`src/rtl/core/iie_pkg.sv`:
```
`timescale 1ns / 1ps
`default_nettype none

package iie_pkg;

  // Register file geometry
  localparam int unsigned NumRegs = 32;
  localparam int unsigned RegAw   = 5;

  // Operation codes; codes 24 to 31 are no-ops
  typedef enum logic [4:0] {
    OP_ADD   = 5'd0,
    OP_SUB   = 5'd1,
    OP_AND   = 5'd2,
    OP_OR    = 5'd3,
    OP_XOR   = 5'd4,
    OP_SLL   = 5'd5,
    OP_SRL   = 5'd6,
    OP_SLT   = 5'd7,
    OP_ADDI  = 5'd8,
    OP_ANDI  = 5'd9,
    OP_ORI   = 5'd10,
    OP_XORI  = 5'd11,
    OP_SLLI  = 5'd12,
    OP_SRLI  = 5'd13,
    OP_SLTI  = 5'd14,
    OP_JALR  = 5'd15,
    OP_LW    = 5'd16,
    OP_SW    = 5'd17,
    OP_BNE   = 5'd18,
    OP_BEQ   = 5'd19,
    OP_BGE   = 5'd20,
    OP_BLT   = 5'd21,
    OP_AUIPC = 5'd22,
    OP_JAL   = 5'd23
  } op_e;

  // Execute stage result handed to the write-back stage
  typedef struct packed {
    logic [31:0] val;      // register write value, 0 when nothing is written
    logic        wr;       // register write (rd nonzero)
    logic        load;     // in-range load, data comes from memory
    logic        store;    // in-range store
    logic        fault;    // out-of-range load or store
    logic [31:0] addr;     // src1 + immediate
    logic [15:0] next_pc;
    logic        redir;
  } ex_res_t;

endpackage

`default_nettype wire

```
`src/rtl/core/iie_regfile.sv`:
```
`timescale 1ns / 1ps
`default_nettype none

// 32 x 32 register file, two synchronous read ports, one write port.
// Unwritten entries read as zero. A write on the read edge is bypassed,
// and a later write to a held read address patches the held read data.
module iie_regfile (
  input  wire logic                          clk_i,
  input  wire logic                          rst_ni,
  input  wire logic                          re_i,
  input  wire logic [iie_pkg::RegAw-1:0]     ra_addr_i,
  input  wire logic [iie_pkg::RegAw-1:0]     rb_addr_i,
  output logic      [31:0]                   ra_data_o,
  output logic      [31:0]                   rb_data_o,
  input  wire logic                          we_i,
  input  wire logic [iie_pkg::RegAw-1:0]     waddr_i,
  input  wire logic [31:0]                   wdata_i
);

  logic [31:0]                   mem_q [iie_pkg::NumRegs];
  logic [iie_pkg::NumRegs-1:0]   vld_q;
  logic [iie_pkg::RegAw-1:0]     ra_q, rb_q;
  logic [31:0]                   ra_data_q, rb_data_q;

  // Entry valid bits, cleared by reset
  always_ff @(posedge clk_i or negedge rst_ni) begin
    if (!rst_ni) begin
      vld_q <= '0;
    end else if (we_i) begin
      vld_q[waddr_i] <= 1'b1;
    end
  end

  // Storage write
  always_ff @(posedge clk_i) begin
    if (we_i) begin
      mem_q[waddr_i] <= wdata_i;
    end
  end

  // Read ports with write bypass and hold-time patching
  always_ff @(posedge clk_i) begin
    if (re_i) begin
      ra_q <= ra_addr_i;
      rb_q <= rb_addr_i;
      if (we_i && waddr_i == ra_addr_i) begin
        ra_data_q <= wdata_i;
      end else begin
        ra_data_q <= vld_q[ra_addr_i] ? mem_q[ra_addr_i] : 32'd0;
      end
      if (we_i && waddr_i == rb_addr_i) begin
        rb_data_q <= wdata_i;
      end else begin
        rb_data_q <= vld_q[rb_addr_i] ? mem_q[rb_addr_i] : 32'd0;
      end
    end else begin
      if (we_i && waddr_i == ra_q) begin
        ra_data_q <= wdata_i;
      end
      if (we_i && waddr_i == rb_q) begin
        rb_data_q <= wdata_i;
      end
    end
  end

  assign ra_data_o = ra_data_q;
  assign rb_data_o = rb_data_q;

endmodule

`default_nettype wire

```
`config.mk`:
```
export PLATFORM = sky130hd
export DESIGN_NAME = iie_regfile
export DESIGN_NICKNAME = d
export VERILOG_FILES = /design/src/rtl/core/iie_pkg.sv /design/src/rtl/core/iie_regfile.sv
export SDC_FILE = /design/constraint.sdc
export NUM_CORES = 1
export LEC_CHECK = 0
export BUFFER_PORTS_ARGS = -buffer_cell sky130_fd_sc_hd__buf_2
export CAP_MARGIN = 5
export CORE_UTILIZATION = 26
export CTS_CLUSTER_DIAMETER = 150
export DETAILED_ROUTE_END_ITERATION = 12
export GPL_TIMING_DRIVEN = 0
export HOLD_SLACK_MARGIN = 0.02
export SYNTH_ARGS = -nofsm -noshare
export SYNTH_HDL_FRONTEND = slang
export SYNTH_SLANG_ARGS = --single-unit
```
`constraint.sdc`:
```
create_clock -name clk_i -period 8.2 [get_ports clk_i]
set_input_delay 1.64 -clock clk_i [delete_from_list [all_inputs] [get_ports clk_i]]
set_output_delay 1.64 -clock clk_i [all_outputs]
set_load 0.1 [all_outputs]
```
# Yosys cells after proc, flatten, opt, wreduce, memory -nomap -nowiden
# Memory sizes are Yosys's and may differ from the RTL's.
# Index checks and enable logic that the tools add are counted.
# totals
in_bits	51
latchBits	0
rom_bits	0
regBits	106
output_inout_bits	64
wordCells	38
n_memories	1
mem_bits_rw	1024
# op_classes
n_mul	0
n_reduce_logical	7
bitwise	1
magnitude_cmp	4
addsub	0
n_div	0
n_mux	16
shift	0
n_eq_ne	4
# mem_list
name	words	word_bits	rd	rd_ports_with_merged_regs	write_ports	line_no	text
mem_q	32	32	2	0	1	iie_regfile.sv:20	logic [31:0] mem_q [iie_pkg::NumRegs];
# op_table
cell	n
$mux 32	8
$or 32x32->32	1
$eq 5x5->1	4
$lt 5x6->1 const B	3
$bmux 1 s5	2
$demux 1 s5	1
$ge 5x1->1 const B	1
$logic_and 1x1->1	5
$mux 1	5
$reduce_bool 2->1	2

# Logic depth before layout (Yosys ltp)
# depth
ltp_word	5
mapped_depth	11
mapped_depth_nobuf	5

# Least setup slack after synthesis
# Ideal clock, no wire load.
# synth_timing
kind	input-to-reg
startpoint	in waddr_i[1] in the netlist's numbering
endpoint	reg ra_data_q[0], in the netlist ra_data_o[0] (enable)
n_path_buf	1
path_stages	4
arrival_time_ns	4.463
setup_slack_ns	3.271
t_required_ns	7.734
setup_time_ns	0.466
cell_sequence	clkbuf_1 xnor2_1 nand4_1 o21ai_0
# synth_via
elab_chain_cells	3
# synth_lines
element	line_no	text
from (decl)	iie_regfile.sv:16	input wire logic [iie_pkg::RegAw-1:0] waddr_i,
$eq 5x5->1	iie_regfile.sv:57	if (we_i && waddr_i == ra_q) begin
$logic_and 1x1->1	iie_regfile.sv:57	
$reduce_bool 2->1 (no line)	--	
to (signal assigned)	iie_regfile.sv:47	ra_data_q <= wdata_i;
to (signal assigned)	iie_regfile.sv:49	ra_data_q <= vld_q[ra_addr_i] ? mem_q[ra_addr_i] : 32'd0;
to (signal assigned)	iie_regfile.sv:58	ra_data_q <= wdata_i;
to (decl)	iie_regfile.sv:23	logic [31:0] ra_data_q, rb_data_q;
# Every way passes these cells.
# A chain may end at the register's enable or synchronous reset.

# Worst setup path after layout
# layout_timing
startpoint	in rb_addr_i[3] in the netlist's numbering
endpoint	reg rb_data_q[28], in the netlist rb_data_o[28], data pin
# layout_via
elab_chain_cells	5
word_cells_on_any_way	8
classes_between	eq/ne: 1; mux: 5; reduce/logical: 1; memory: 1
# layout_lines
element	line_no	text
from (decl)	iie_regfile.sv:12	input wire logic [iie_pkg::RegAw-1:0] rb_addr_i,
$bmux 1 s5	iie_regfile.sv:54	rb_data_q <= vld_q[rb_addr_i] ? mem_q[rb_addr_i] : 32'd0;
$mux 1 (implied by the code)	iie_regfile.sv:54	
$mux 32	iie_regfile.sv:54	
$mux 32 (*)	iie_regfile.sv:51	if (we_i && waddr_i == rb_addr_i) begin
$mux 32 (*)	iie_regfile.sv:43	if (re_i) begin
to (signal assigned)	iie_regfile.sv:52	rb_data_q <= wdata_i;
to (signal assigned)	iie_regfile.sv:54	
to (signal assigned)	iie_regfile.sv:61	rb_data_q <= wdata_i;
to (decl)	iie_regfile.sv:23	
# Every way passes the cells marked *; elsewhere a longest branch is shown, timed or not. The select of a mux whose other input is x is not followed.

==> flow_summary.toml <==
[synth]
yosysSeqAreaShare_pct = 65.1
ys.flop_type = "edfxtp_1"
synth_cell_types = 54
synth_top_cell_by_area = "edfxtp_1"
synth_area_leaders = "edfxtp_1 (64%), mux4_2 (19%), mux2i_1 (2.9%)"
syn_area_mm2 = 0.0519
yosys_register_bits = 1130
synth_most_common_cell = "edfxtp_1"
synth_fp_nets = 2746
synth_common_cells = "edfxtp_1 (1,098), mux4_2 (436), mux2i_1 (152)"
yosysTopAreaCellShare_pct = 63.6
ys_async_sr_fraction_pct = 2.83
syn-instance-count = 2695
synth-edff-count = 1098
ys.warnings.count = 0
syn_avg_cell_area_um2 = 19.2

[status]
status = "finished clean"

[setup_path]
crit_fanout = 10
reg2reg_from = "vld_q[11]$_DFFE_PN0P_"
critPathCaptureType = "flop"
rrSetupSlack_ns = 5.12
r2r-end = "rb_data_o[20]$_DFFE_PP_"
reg2reg_depth = 6
path_class = "in -> reg"
cp.required_ns = 8.79
path_cells = "buf_2 -> clkbuf_1 -> buf_2 -> buf_2 -> clkbuf_1 -> a21oi_1 -> o21ai_0 -> a32o_1"
worst_setup_path_start_kind = "primary input"
max_stage_delay_ns = 1.01
crit_slowest_cell = "o21ai_0"
critPathArrivalTime_ns = 5.82
critical_path.most_common_cell = "buf_2"

[placement]
portBuffers = 111
place_inst = 5486
dp_hpwl_um = 136000
place_ws_ns = 2.53
gp_congestion = 0.932

[clocking]
cts_resized = 0
cts.htree.levels = 3
clock_path_buffers = 3
clk_latency_ns = 0.75
hold_buffers = 0
root_buffer = "clkbuf_16"
cts_inserted_buffers = 110
cts_sinks = 1130
cts_tree = "done"
post_cts_buffers = 0
clk_pin_slew_worst_paths_ns = 0.06

[worst_hold_path]
worst_hold_startpoint = "vld_q[15]$_DFFE_PN0P_"
whs_path_depth = 1
hold_path.class = "reg -> reg"
hold_path_end = "vld_q[15]$_DFFE_PN0P_"

[grt]
grt_pass1_vias = 31000
gr-total-overflow = 0
grt_max_degree = 35
grt.busiest_layer = "met2"
met1_usage_pct = 22.8
grt_pass1_wl_um = 258000
antenna_found_initial = 22
grtUsageMet2_pct = 29.3
use_met3_pct = 4.38
track_usage_pct = 18.4

[job]
drv_cap = 0

[routing]
num_vias = 31600
route.detailed.drc = 0
drt_wl_total_um = 190000
ant_nets = 0
drt_iter0_drc = 5202
dr.pass1.iters = 7
wl_per_cell_um = 33.4
routed_via_density = 5.55

[sta]
relSlewSlack_pct = 6.11
period_share_pct = 63.8
rsz0062_at_grt = "false"
worst_pin_slew_ns = 1.41
worst_slack_ns = 2.97
slew_violations = 0
fin_crit_ns = 5.23
max_freq_ghz = 0.191
fin_skew_ns = 0.0285
hold_viol_final = 0
setup-violations-final = 0

[power]
p_leak_nw = 19.1
p_per_area_mw_per_mm2 = 222
vdd_drop_max_mv = 0.157
total_power_mw = 13.4

[die]
pin_count = 115
initial_utilization_pct = 26.2
dieHeight_um = 449
fp-row-count = 163
die_x_um = 449
core_area_mm2 = 0.198
die_area_mm2 = 0.201

[layout]
area_growth_pct = 16.8
post-route-util_pct = 30.6
nets = 3010
fillers = 19300
instances_no_fill = 5695
drive_above_1_share_pct = 32.7
## worst max-delay path: cells and delay by family
family          cells  cell delay [ns]
compound gates      3             1.52
buf+inv             5             2.63
## worst max path at each step
stage                             from                 endpoint  slack, ns
after floorplan             waddr_i[1]   ra_data_o[0]$_DFFE_PP_       3.27
after global placement      waddr_i[4]   rb_data_o[7]$_DFFE_PP_      -0.06
after detailed placement  rb_addr_i[3]  rb_data_o[28]$_DFFE_PP_       2.53
after CTS                 rb_addr_i[2]  rb_data_o[20]$_DFFE_PP_       3.31
after global routing      rb_addr_i[3]  rb_data_o[28]$_DFFE_PP_       2.98
final                     rb_addr_i[3]  rb_data_o[28]$_DFFE_PP_       2.97
## sequential cells by signal, summed over array words and instances (netlist names)
signal     cells
mem_q       1024
ra_data_o     32
rb_data_o     32
vld_q         32
ra_q           5
rb_q           5
## stage by stage
stage	hold WS, ns	instance area [um2]	setup TNS (ns)
2_1_floorplan	0.449	51900	0
3_3_place_gp	0.472	55700	-1.07
3_5_place_dp	0.471	56900	0
4_1_cts	0.487	60600	0
5_1_grt	0.507	60600	0
6_report	0.489	60600	0
## kinds of logic after synthesis
group	share of synthesized area (%)
xor gates and xnor gates	0.338
muxes	24.3
AOI/OAI and AO/OA	5.21
DFF	65.1
buffers and inverters	2.25
and+or+nand+nor	2.81
## layout make-up
cell class | instances | area, um2 | share of cell area, %
sequential | 1130 | 33800 | 55.8
antenna | 5 | 12.5 | 0.0207
tap | 2640 | 3300 | 5.45
clock inverter | 70 | 785 | 1.30
inverter | 3 | 11.3 | 0.0186
buffer | 217 | 1160 | 1.91
multi-input combinational | 1345 | 17200 | 28.4
timing repair buffer | 152 | 1430 | 2.36
clock buffer | 133 | 2900 | 4.79
## report_power, final
group	internal (mW)	leakage, nW	switching, mW	total (mW)
combinational	0.497	6.93	1.08	1.57
sequential	6.48	10.3	0.0644	6.54
clock	3.02	1.80	2.30	5.32
total	9.99	19.1	3.44	13.4
## routing by layer
metal  vias up  share of wire (%)
met5         -              0.056
met4        20                6.6
met3       487                 11
met2      2163                 47
met1     16800                 36
li1      12200                  -
## layout by cell type, fill, tap and decap left out, drive strengths merged, types with 27 or more instances in the layout
cell type  synthesis  layout
edfxtp          1098    1098
mux4             460     460
buf              124     276
clkbuf            92     225
mux2i            152     152
nand2             92      92
a22oi             72      72
a21oi             66      66
nor2              63      63
nand3             59      59
mux2              56      56
a221oi            46      46
clkinv             0      44
a32o              42      42
or2               33      33
dfrtp             32      32
o21ai             27      27
(Power assumes the default switching activity.)
