### src/rtl/core/iie_pkg.sv
`timescale 1ns / 1ps
`default_nettype none

package iie_pkg;

  // Register file geometry
  localparam int unsigned NumRegs = 32;
  localparam int unsigned RegAw   = 5;

  // Operation codes; codes 24 to 31 are no-ops
  typedef enum logic [4:0] {
    OP_ADD   = 5'd0,
    OP_SUB   = 5'd1,
    OP_AND   = 5'd2,
    OP_OR    = 5'd3,
    OP_XOR   = 5'd4,
    OP_SLL   = 5'd5,
    OP_SRL   = 5'd6,
    OP_SLT   = 5'd7,
    OP_ADDI  = 5'd8,
    OP_ANDI  = 5'd9,
    OP_ORI   = 5'd10,
    OP_XORI  = 5'd11,
    OP_SLLI  = 5'd12,
    OP_SRLI  = 5'd13,
    OP_SLTI  = 5'd14,
    OP_JALR  = 5'd15,
    OP_LW    = 5'd16,
    OP_SW    = 5'd17,
    OP_BNE   = 5'd18,
    OP_BEQ   = 5'd19,
    OP_BGE   = 5'd20,
    OP_BLT   = 5'd21,
    OP_AUIPC = 5'd22,
    OP_JAL   = 5'd23
  } op_e;

  // Execute stage result handed to the write-back stage
  typedef struct packed {
    logic [31:0] val;      // register write value, 0 when nothing is written
    logic        wr;       // register write (rd nonzero)
    logic        load;     // in-range load, data comes from memory
    logic        store;    // in-range store
    logic        fault;    // out-of-range load or store
    logic [31:0] addr;     // src1 + immediate
    logic [15:0] next_pc;
    logic        redir;
  } ex_res_t;

endpackage

`default_nettype wire

### src/rtl/core/iie_alu.sv
`timescale 1ns / 1ps
`default_nettype none

// Execute logic: ALU, compares, branch and jump targets, memory address
module iie_alu #(
  parameter int unsigned MEM_BYTES = 4096
) (
  input  wire iie_pkg::op_e                  op_i,
  input  wire logic [iie_pkg::RegAw-1:0]     rd_i,
  input  wire logic [31:0]                   imm_i,
  input  wire logic [31:0]                   a_i,
  input  wire logic [31:0]                   b_i,
  input  wire logic [15:0]                   pc_i,
  input  wire logic [15:0]                   target_i,
  output iie_pkg::ex_res_t                   res_o
);

  localparam logic [31:0] AddrMax = 32'(MEM_BYTES - 4);

  logic [31:0] sum_ai;
  logic [31:0] link;
  logic [15:0] seq;
  logic        mem_ok;
  logic        lt_ab, lt_ai;
  logic [31:0] val;
  logic        wr;
  logic        load, store, fault;
  logic [15:0] next;

  assign sum_ai = a_i + imm_i;
  assign seq    = pc_i + 16'd1;
  assign link   = {16'd0, pc_i} + 32'd1;
  assign mem_ok = sum_ai <= AddrMax;
  assign lt_ab  = $signed(a_i) < $signed(b_i);
  assign lt_ai  = $signed(a_i) < $signed(imm_i);

  always_comb begin
    val   = '0;
    wr    = 1'b0;
    load  = 1'b0;
    store = 1'b0;
    fault = 1'b0;
    next  = seq;
    case (op_i)
      iie_pkg::OP_ADD:   begin val = a_i + b_i;          wr = 1'b1; end
      iie_pkg::OP_SUB:   begin val = a_i - b_i;          wr = 1'b1; end
      iie_pkg::OP_AND:   begin val = a_i & b_i;          wr = 1'b1; end
      iie_pkg::OP_OR:    begin val = a_i | b_i;          wr = 1'b1; end
      iie_pkg::OP_XOR:   begin val = a_i ^ b_i;          wr = 1'b1; end
      iie_pkg::OP_SLL:   begin val = a_i << b_i[4:0];    wr = 1'b1; end
      iie_pkg::OP_SRL:   begin val = a_i >> b_i[4:0];    wr = 1'b1; end
      iie_pkg::OP_SLT:   begin val = {31'd0, lt_ab};     wr = 1'b1; end
      iie_pkg::OP_ADDI:  begin val = sum_ai;             wr = 1'b1; end
      iie_pkg::OP_ANDI:  begin val = a_i & imm_i;        wr = 1'b1; end
      iie_pkg::OP_ORI:   begin val = a_i | imm_i;        wr = 1'b1; end
      iie_pkg::OP_XORI:  begin val = a_i ^ imm_i;        wr = 1'b1; end
      iie_pkg::OP_SLLI:  begin val = a_i << imm_i[4:0];  wr = 1'b1; end
      iie_pkg::OP_SRLI:  begin val = a_i >> imm_i[4:0];  wr = 1'b1; end
      iie_pkg::OP_SLTI:  begin val = {31'd0, lt_ai};     wr = 1'b1; end
      iie_pkg::OP_JALR: begin
        val  = link;
        wr   = 1'b1;
        next = sum_ai[15:0];
      end
      iie_pkg::OP_LW: begin
        load  = mem_ok;
        wr    = mem_ok;
        fault = !mem_ok;
      end
      iie_pkg::OP_SW: begin
        store = mem_ok;
        fault = !mem_ok;
      end
      iie_pkg::OP_BNE:   if (a_i != b_i) next = target_i;
      iie_pkg::OP_BEQ:   if (a_i == b_i) next = target_i;
      iie_pkg::OP_BGE:   if (!lt_ab) next = target_i;
      iie_pkg::OP_BLT:   if (lt_ab) next = target_i;
      iie_pkg::OP_AUIPC: begin val = imm_i; wr = 1'b1; end
      iie_pkg::OP_JAL: begin
        val  = link;
        wr   = 1'b1;
        next = imm_i[15:0];
      end
      default: ;
    endcase
  end

  // Register zero is never written
  always_comb begin
    res_o.wr      = wr && (rd_i != '0);
    res_o.val     = res_o.wr ? val : 32'd0;
    res_o.load    = load;
    res_o.store   = store;
    res_o.fault   = fault;
    res_o.addr    = sum_ai;
    res_o.next_pc = next;
    res_o.redir   = next != seq;
  end

endmodule

`default_nettype wire

### config.mk
export PLATFORM = sky130hd
export DESIGN_NAME = iie_alu
export DESIGN_NICKNAME = d
export VERILOG_FILES = /design/src/rtl/core/iie_pkg.sv /design/src/rtl/core/iie_alu.sv
export SDC_FILE = /design/constraint.sdc
export NUM_CORES = 1
export LEC_CHECK = 0
export BUFFER_PORTS_ARGS = -buffer_cell sky130_fd_sc_hd__buf_2
export CAP_MARGIN = 0
export CORE_ASPECT_RATIO = 1.75
export CORE_MARGIN = 3
export CORE_UTILIZATION = 45
export DETAILED_ROUTE_END_ITERATION = 7
export PLACE_DENSITY = 0.71
export SETUP_SLACK_MARGIN = 0.15
export SYNTH_ARGS = -nofsm -noshare
export SYNTH_HDL_FRONTEND = slang
export SYNTH_SLANG_ARGS = --single-unit
### constraint.sdc
create_clock -name vclk -period 16.6
set_input_delay 3.32 -clock vclk [all_inputs]
set_output_delay 3.32 -clock vclk [all_outputs]
set_load 0.03 [all_outputs]
Word-level counts from Yosys, hierarchy flattened --
Index checks and enable logic that the tools add are counted.
Word-level totals: flip-flop bits (word level) 0, word-level logic and storage cells 62
Operators by class: add/subtract/negate cells 5, order comparisons 3, equality and inequality tests 26, shift-type cells 4, mux-type cells 11, bitwise gates (word level) 6, reduce and logical (&&, ||, !) cells 7
Operators by type and width (number):
- case mux 32 bit (17 select lines) | 1
- case mux 16 bit (6 select lines) | 1
- adder 32 bit | 2
- bitwise AND 32 bit | 2
- < comparator 32 bit | 2
- 2-to-1 mux 16 bit | 4
- bitwise OR 32 bit | 2
- left shift 32 x 5 -> 32 bit | 2
- >> shifter 32 x 5 -> 32 bit | 2
- bitwise XOR 32 bit | 2
- equality test 5 x 4 -> 1 bit, second input constant | 8
- equality test 5 bit, second input constant | 8
- equality test 32 bit | 1
- <= comparator 32 x 12 -> 1 bit, second input constant | 1
- 2-to-1 mux 32 bit | 1
- inequality test 32 bit | 1
- subtractor 32 bit | 1
- equality test 5 x 3 -> 1 bit, second input constant | 4
- OR reduction 18 bit | 1
- adder 16 x 1 -> 17 bit, second input constant | 1
- adder 16 x 1 -> 16 bit, second input constant | 1
- inequality test 16 bit | 1
- equality test 5 x 2 -> 1 bit, second input constant | 2
- equality test 5 x 1 -> 1 bit, second input constant | 1
- 7 further kinds | 10

Longest topological paths before layout --
Gate-level depths: netlist of run 1.
word-level depth 5, depth in mapped cells 16

Worst setup path before layout of run 1 --
No wires, ideal clock.
path kind in2out, start input imm_i[1], end output res_o[61] in the netlist's numbering, arrival 7.906 ns, required time 13.280 ns, slack 5.374 ns, stages on the path 15, path buffers 2, cell sequence clkbuf_1 inv_1 fa_1 or2_2 a211oi_1 o211ai_1 a211oi_1 nor3_1 xnor2_1 or4_1 or4_4 nor4_4 nand4_4 buf_6 a211oi_1
RTL lines:
- start: declaration | RTL line iie_alu.sv:10 | input wire logic [31:0] imm_i,
- end: declaration | RTL line iie_alu.sv:15 | output iie_pkg::ex_res_t res_o

==> Flow_metrics.wiki, run 1 <==
{| class="wikitable"
! Metric !! Value
|-
| Post-route DRC violation count || 0
|-
| Count of buffering cells on the critical path with inverters included || 3
|-
| Post-DR wirelength/cell || 33.66 um
|-
| Final sequential cell count || 0
|-
| Area of all sequential standard cells || 0 um^2
|-
| Core region area || 30,950 um^2
|-
| Most common cell after layout, fill and taps aside || sky130_fd_sc_hd__buf_2
|-
| Worst Tran Pin Value || 1.383 ns
|-
| CP peak stage delay || 0.74 ns
|-
| Via Count || 19,250
|-
| Type of the worst setup path || in -> out
|-
| Resize count post-CTS || 0
|-
| Commonest non-fill, non-tap cells in the layout || sky130_fd_sc_hd__buf_2 (223), sky130_fd_sc_hd__a21oi_1 (202), sky130_fd_sc_hd__nand2_1 (163), sky130_fd_sc_hd__mux2i_1 (163), sky130_fd_sc_hd__nor2_1 (160)
|-
| Mean area per synthesized cell || 6.791 um^2
|-
| Post-synthesis to final-layout area growth || 9.898%
|-
| Final hold violations || 0
|-
| Estimated wirelength of the detail-placed design || 68,550 um
|-
| Slowest stage cell, crit path || sky130_fd_sc_hd__a211oi_1
|-
| Cell family with most CP delay || compound AO/OA/AOI/OAI gates
|-
| Worst EP arrival || 9.11 ns
|-
| Area share of the largest cell type after synthesis || 11.82%
|-
| Global routing usage summed across all routing layers || 48.82%
|-
| Class of the most critical hold timing path || in -> out
|-
| Routed wire length || 87,040 um
|-
| WP data required || 13.28 ns
|-
| Cell type with the highest occurrence count on the critical path || sky130_fd_sc_hd__a211oi_1
|-
| Instance count along the most critical hold path || 4
|-
| Pre-antenna DRT Iters || 8
|-
| Post-CTS Setup Repair Bufs || 0
|-
| Portion of the post-synthesis area used by sequential elements || 0%
|-
| Net count of the mapped netlist || 2,362
|-
| DRT iter0 DRCs || 2,298
|-
| Die Wd || 140.4 um
|-
| Number of clock-tree buffers in the layout || 0
|-
| Via/cell ratio || 7.444
|-
| Die outline area || 33,860 um^2
|-
| YS warnings || 0
|-
| Initial Util || 45.95%
|-
| Type of destination of the critical path || output port
|-
| Combined area of the multi-input logic cells || 13,180 um^2
|-
| Die Span Y || 241.2 um
|-
| Global-route congestion overflow total || 0
|-
| Number of top-level pins || 223
|-
| Worst rel slew slack || 5.440%
|-
| Total of hold buffers inserted after clock tree synthesis || 0
|-
| Post-layout net count || 2,464
|-
| Status || complete, no violations
|-
| Standard-cell row count || 85
|-
| Total negative slack || 0 ns
|-
| Top cells by area, synth || sky130_fd_sc_hd__mux2i_1 (12%), sky130_fd_sc_hd__ha_1 (11%), sky130_fd_sc_hd__a21oi_1 (7.3%)
|-
| Fraction of final layout cells with drive strength greater than 1 || 16.41%
|-
| Post-Syn Instances || 2,094
|-
| Highest clock rate || 80.44 MHz
|-
| Maxcap violations || 0
|-
| Critical Path Source Type || primary input
|-
| Routability cong. || 1.116
|-
| Final worst-path cycle share || 74.89%
|-
| Synthesized cell area || 14,220 um^2
|-
| Worst path depth || 16
|-
| Ordered cell list for the critical path || buf_2, ha_1, inv_1, fa_1, or2_2, a211oi_1, o211ai_1, a211oi_1, o31a_1, o21ai_0, a211oi_1, nand4b_1, nor4_4, nand4_4, a221oi_1, buf_2
|-
| Number of buffer cells added on primary ports || 223
|-
| Setup repair after global routing missed its margin || no
|-
| Fin crit period || 12.43 ns
|-
| Hold Startpoint || target_i[10]
|-
| Unique masters post-synth || 83
|-
| Number of pins exceeding their max-slew limit in the final report || 0
|-
| Maximum fanout along the worst path || 34
|-
| Area leader, netlist || sky130_fd_sc_hd__mux2i_1
|-
| Number of filler cells placed in the layout || 3,220
|-
| Largest net degree at the start of global routing || 42
|-
| Global-route wire length before repair || 124,200 um
|-
| Antenna Violating Nets Remaining || 0
|-
| Final count of negative-setup-slack endpoints || 0
|-
| Number of global-route vias before repair || 18,450
|-
| Antenna violations before repair || 2
|-
| Hold Path End || res_o[11]
|}
cells by family after synthesis:
family	count (synthesis)	synth area share, %
AO/OA/AOI/OAI	765	37.10
XOR/XNOR	88	5.420
adder cells (fa/ha/maj)	130	11.60
buffers and inverters	305	8.358
multiplexers	205	16.97
AND/OR/NAND/NOR	601	20.55
synth_stat cells (13+ instances only):
| library cell | number |
|---|---|
| sky130_fd_sc_hd__a211oi_1 | 54 |
| sky130_fd_sc_hd__a21o_1 | 41 |
| sky130_fd_sc_hd__a21oi_1 | 208 |
| sky130_fd_sc_hd__a221o_1 | 32 |
| sky130_fd_sc_hd__a221oi_1 | 38 |
| sky130_fd_sc_hd__a22o_1 | 16 |
| sky130_fd_sc_hd__a22oi_1 | 19 |
| sky130_fd_sc_hd__a31oi_1 | 13 |
| sky130_fd_sc_hd__a32oi_1 | 18 |
| sky130_fd_sc_hd__buf_1 | 26 |
| sky130_fd_sc_hd__clkbuf_1 | 126 |
| sky130_fd_sc_hd__ha_1 | 127 |
| sky130_fd_sc_hd__inv_1 | 139 |
| sky130_fd_sc_hd__mux2i_1 | 168 |
| sky130_fd_sc_hd__mux4_2 | 28 |
| sky130_fd_sc_hd__nand2_1 | 163 |
| sky130_fd_sc_hd__nand2b_1 | 20 |
| sky130_fd_sc_hd__nand3_1 | 53 |
| sky130_fd_sc_hd__nand4_1 | 25 |
| sky130_fd_sc_hd__nor2_1 | 165 |
| sky130_fd_sc_hd__nor2b_1 | 30 |
| sky130_fd_sc_hd__nor3_1 | 44 |
| sky130_fd_sc_hd__nor4_1 | 15 |
| sky130_fd_sc_hd__o211ai_1 | 34 |
| sky130_fd_sc_hd__o21ai_0 | 120 |
| sky130_fd_sc_hd__o21bai_1 | 21 |
| sky130_fd_sc_hd__o221ai_1 | 18 |
| sky130_fd_sc_hd__o22ai_1 | 19 |
| sky130_fd_sc_hd__or3_1 | 17 |
| sky130_fd_sc_hd__xnor2_1 | 59 |
| sky130_fd_sc_hd__xor2_1 | 29 |
worst max-delay path by stage:
| stage | from | to | slack [ns] |
|---|---|---|---|
| after floorplan | imm_i[1] | res_o[61] | 5.37 |
| after global placement | imm_i[0] | res_o[54] | 4.59 |
| after detailed placement | imm_i[0] | res_o[54] | 4.48 |
| after CTS | imm_i[0] | res_o[54] | 4.46 |
| after global routing | imm_i[0] | res_o[82] | 3.97 |
| final | imm_i[0] | res_o[54] | 4.17 |
area by class of cell:
cell class / count / share of cell area (%)
multi-input cells: 1789 / 84.31
well taps: 391 / 3.130
inverters: 139 / 3.338
diodes: 1 / 0.01601
repair buffers: 266 / 9.207
per-layer routing:
layer  part of all wire [%]  global-route usage [%]
met1                     31                   46.87
met2                     45                   80.44
met3                    9.8                   14.00
met4                     14                   51.37
met5                  0.015                       0
through the flow:
step | hold WS, ns | cells | setup WS (ns) | util (%) | instance area [um^2]
CTS | 7.142 | 2585 | 4.455 | 50.49 | 15630
finish | 7.146 | 2586 | 4.169 | 50.50 | 15630
global placement | 7.146 | 2585 | 4.589 | 50.49 | 15630
detailed placement | 7.138 | 2585 | 4.475 | 50.49 | 15630
global route | 7.171 | 2585 | 3.975 | 50.49 | 15630
floorplan | 6.877 | 2094 | 5.374 | - | 14220
==> inputs of run 2 (changes only) <==
--- a/config.mk
+++ b/config.mk
@@ -5,13 +5,14 @@
 export SDC_FILE = /design/constraint.sdc
 export NUM_CORES = 1
 export LEC_CHECK = 0
+export ABC_AREA = 1
 export BUFFER_PORTS_ARGS = -buffer_cell sky130_fd_sc_hd__buf_2
 export CAP_MARGIN = 0
 export CORE_ASPECT_RATIO = 1.75
 export CORE_MARGIN = 3
 export CORE_UTILIZATION = 45
 export DETAILED_ROUTE_END_ITERATION = 7
-export PLACE_DENSITY = 0.71
+export PLACE_DENSITY = 0.73
 export SETUP_SLACK_MARGIN = 0.15
 export SYNTH_ARGS = -nofsm -noshare
 export SYNTH_HDL_FRONTEND = slang
==> constraint.sdc (replaced) <==
create_clock -name vclk -period 10.2
set_input_delay 2.04 -clock vclk [all_inputs]
set_output_delay 2.04 -clock vclk [all_outputs]
set_load 0.03 [all_outputs]
==> run 2 against run 1 <==
Effect of this change:
- the run now ends with design-rule violations left
- global-route usage grew 0.79 points
- first-iteration DRC count grew 32%
- synthesized area grew 10%
- clock-buffer cell count is the same
- critical path depth shrank 2
- critical endpoint is now res_o[73]
- worst setup slack lost 2.1 ns
- worst hold slack lost 2.5 ns
- design area grew 8.6%
- synthesized cell count grew 50%
==> Flow_metrics.wiki, run 2 <==
{| class="wikitable"
! Metric !! Value
|-
| Status || complete, but fails checks
|-
| Failing checks || design-rule violations
|-
| CP peak stage delay || 0.64 ns
|-
| Number of clock-tree buffers in the layout || 0
|-
| Via/cell ratio || 6.298
|-
| Final Non-Filler Cells || 3,717
|-
| DRT iter0 DRCs || 3,022
|-
| Class of the most critical hold timing path || in -> out
|-
| Total of hold buffers inserted after clock tree synthesis || 0
|-
| Post-route cell area || 16,970 um^2
|-
| Number of global-route vias before repair || 22,110
|-
| Routability cong. || 1.189
|-
| Final hold violations || 0
|-
| Worst rel slew slack || 3.087%
|-
| Fraction of power spent switching nets || 74.45%
|-
| Cell family with most CP delay || simple AND/OR/NAND/NOR gates
|-
| Post-layout net count || 3,531
|-
| Setup repair after global routing missed its margin || no
|-
| WP data required || 8.16 ns
|-
| Estimated wirelength of the detail-placed design || 80,970 um
|-
| Pre-antenna DRT Iters || 8
|-
| Peak ir drop on the vdd network || 0.00005826 V
|-
| Routed wire length || 97,650 um
|-
| Top cells by area, synth || sky130_fd_sc_hd__nand2_1 (20%), sky130_fd_sc_hd__ha_1 (10%), sky130_fd_sc_hd__inv_1 (10%)
|-
| Post-CTS Setup Repair Bufs || 0
|-
| Die Span Y || 253.1 um
|-
| Total negative slack || 0 ns
|-
| Power Density || 67.75 nW/um^2
|-
| Via Count || 23,410
|-
| Number of top-level pins || 223
|-
| Maxcap violations || 0
|-
| Ordered cell list for the critical path || buf_2, inv_2, nand3b_1, inv_1, nand2_2, nand2_1, buf_4, inv_1, nand4_1, nor4_1, nand2_2, nand2_4, nor2_1, buf_2
|-
| Overall power after layout || 1.150 mW
|-
| Type of the worst setup path || in -> out
|-
| Static leakage || 8.866 nW
|-
| Global routing usage summed across all routing layers || 49.61%
|-
| Synthesized cell area || 15,700 um^2
|-
| Resize count post-CTS || 0
|-
| Worst Tran Pin Value || 1.438 ns
|-
| Final count of negative-setup-slack endpoints || 0
|-
| Most common cell after layout, fill and taps aside || sky130_fd_sc_hd__nand2_1
|-
| Number of pins exceeding their max-slew limit in the final report || 0
|-
| Unique masters post-synth || 65
|-
| Highest clock rate || 123.0 MHz
|-
| Largest net degree at the start of global routing || 63
|-
| Die outline area || 37,240 um^2
|-
| Final sequential cell count || 0
|-
| Count of buffering cells on the critical path with inverters included || 6
|-
| Cell count after placement || 3,716
|-
| Fin crit period || 8.128 ns
|-
| Maximum fanout along the worst path || 33
|-
| Fraction of final layout cells with drive strength greater than 1 || 10.36%
|-
| Antenna Violating Nets Remaining || 0
|-
| Area leader, netlist || sky130_fd_sc_hd__nand2_1
|-
| Global-route wire length before repair || 138,500 um
|-
| Portion of the post-synthesis area used by sequential elements || 0%
|-
| Number of filler cells placed in the layout || 4,069
|-
| Net count of the mapped netlist || 3,403
|-
| Critical Path Source Type || primary input
|-
| Slowest stage cell, crit path || sky130_fd_sc_hd__inv_1
|-
| Mean area per synthesized cell || 5.006 um^2
|-
| Most frequently used cell type in the post-synthesis netlist || sky130_fd_sc_hd__nand2_1
|-
| Worst Hold Slack || 4.676 ns
|-
| Switching power || 0.8559 mW
|-
| Post-synthesis to final-layout area growth || 8.107%
|-
| Commonest non-fill, non-tap cells in the layout || sky130_fd_sc_hd__nand2_1 (822), sky130_fd_sc_hd__inv_1 (419), sky130_fd_sc_hd__nor2_1 (375)
|-
| Type of destination of the critical path || output port
|-
| Share of total power in sequential cells || 0%
|-
| Number of buffer cells added on primary ports || 223
|-
| Area of all sequential standard cells || 0 um^2
|-
| Final worst-path cycle share || 79.69%
|-
| P_int || 0.2937 mW
|-
| YS warnings || 0
|-
| Placed cell areas || 16,970 um^2
|-
| Commonest cells in the synthesized netlist || sky130_fd_sc_hd__nand2_1 (822), sky130_fd_sc_hd__inv_1 (419), sky130_fd_sc_hd__nor2_1 (376)
|-
| Die Wd || 147.2 um
|-
| Initial Util || 46.06%
|-
| Global-route congestion overflow total || 0
|-
| Part of the total power dissipated in combinational logic || 100.0%
|-
| Antenna violations before repair || 1
|-
| Worst EP arrival || 6.09 ns
|-
| Post-DR wirelength/cell || 26.27 um
|-
| Core region area || 34,080 um^2
|-
| Area share of the largest cell type after synthesis || 19.66%
|-
| Post-route DRC violation count || 1
|-
| Clock network power share || 0%
|-
| Post-Syn Instances || 3,135
|-
| Standard-cell row count || 89
|}
-- run 2: changes by cell type after synthesis, moves of 81 or more --
cell and delta:
sky130_fd_sc_hd__nor2_1 +211, sky130_fd_sc_hd__inv_1 +280, sky130_fd_sc_hd__nand3_1 +176, sky130_fd_sc_hd__o21ai_1 +98
sky130_fd_sc_hd__o21ai_0 +170, sky130_fd_sc_hd__nand2_1 +659, sky130_fd_sc_hd__mux2i_1 -150, sky130_fd_sc_hd__clkbuf_1 -81
-- run 2: final timing paths --
kind	start	to	slack, ns	depth (start not counted)
hold / removal	pc_i[8]	res_o[9]	4.68	5
setup / recovery	op_i[4]	res_o[73]	2.07	14
-- run 2: cells by family (layout without fill, tap and decap cells) --
logic type	count (synthesis)	in the layout	share of synthesized area, %
XOR/XNOR	48	48	2.870
multiplexers	18	18	1.148
other	0	1	0
buffers and inverters	570	696	14.88
adder cells (fa/ha/maj)	130	130	10.51
AO/OA/AOI/OAI	772	772	28.03
AND/OR/NAND/NOR	1597	1597	42.57
-- run 2: area by class of cell --
type | instances | area [um^2] | share of cell area [%]
inverters | 443 | 1664 | 9.808
diodes | 1 | 2.502 | 0.01475
repair buffers | 253 | 1341 | 7.905
multi-input cells | 2565 | 13390 | 78.92
well taps | 455 | 569.3 | 3.355
-- run 2: metrics by stage --
| stage | util, % | setup slack, ns |
|---|---|---|
| 4_1_cts | 49.79 | 2.215 |
| 6_report | 49.79 | 2.072 |
| 2_1_floorplan | - | 3.339 |
| 3_5_place_dp | 49.79 | 2.256 |
| 5_1_grt | 49.79 | 1.876 |
| 3_3_place_gp | 49.79 | 2.278 |
-- run 2: power by group through the flow --
stage                     clock network [mW]  logic, mW  registers, mW
after floorplan                            0      0.707              0
after global placement                     0       1.10              0
after detailed placement                   0       1.09              0
after CTS                                  0       1.10              0
after global routing            0.0000000131       1.21              0
final                           0.0000000131       1.15              0
-- run 2: metal layers --
layer,track usage [%],part of all wire (%),up-vias
li1,-,-,10630
met4,54.49,14,0
met2,81.15,44,1713
met3,8.970,9.4,648
met1,50.38,32,10420
met5,0.2632,0,-
No activity file was read; power rests on OpenSTA's default activity.
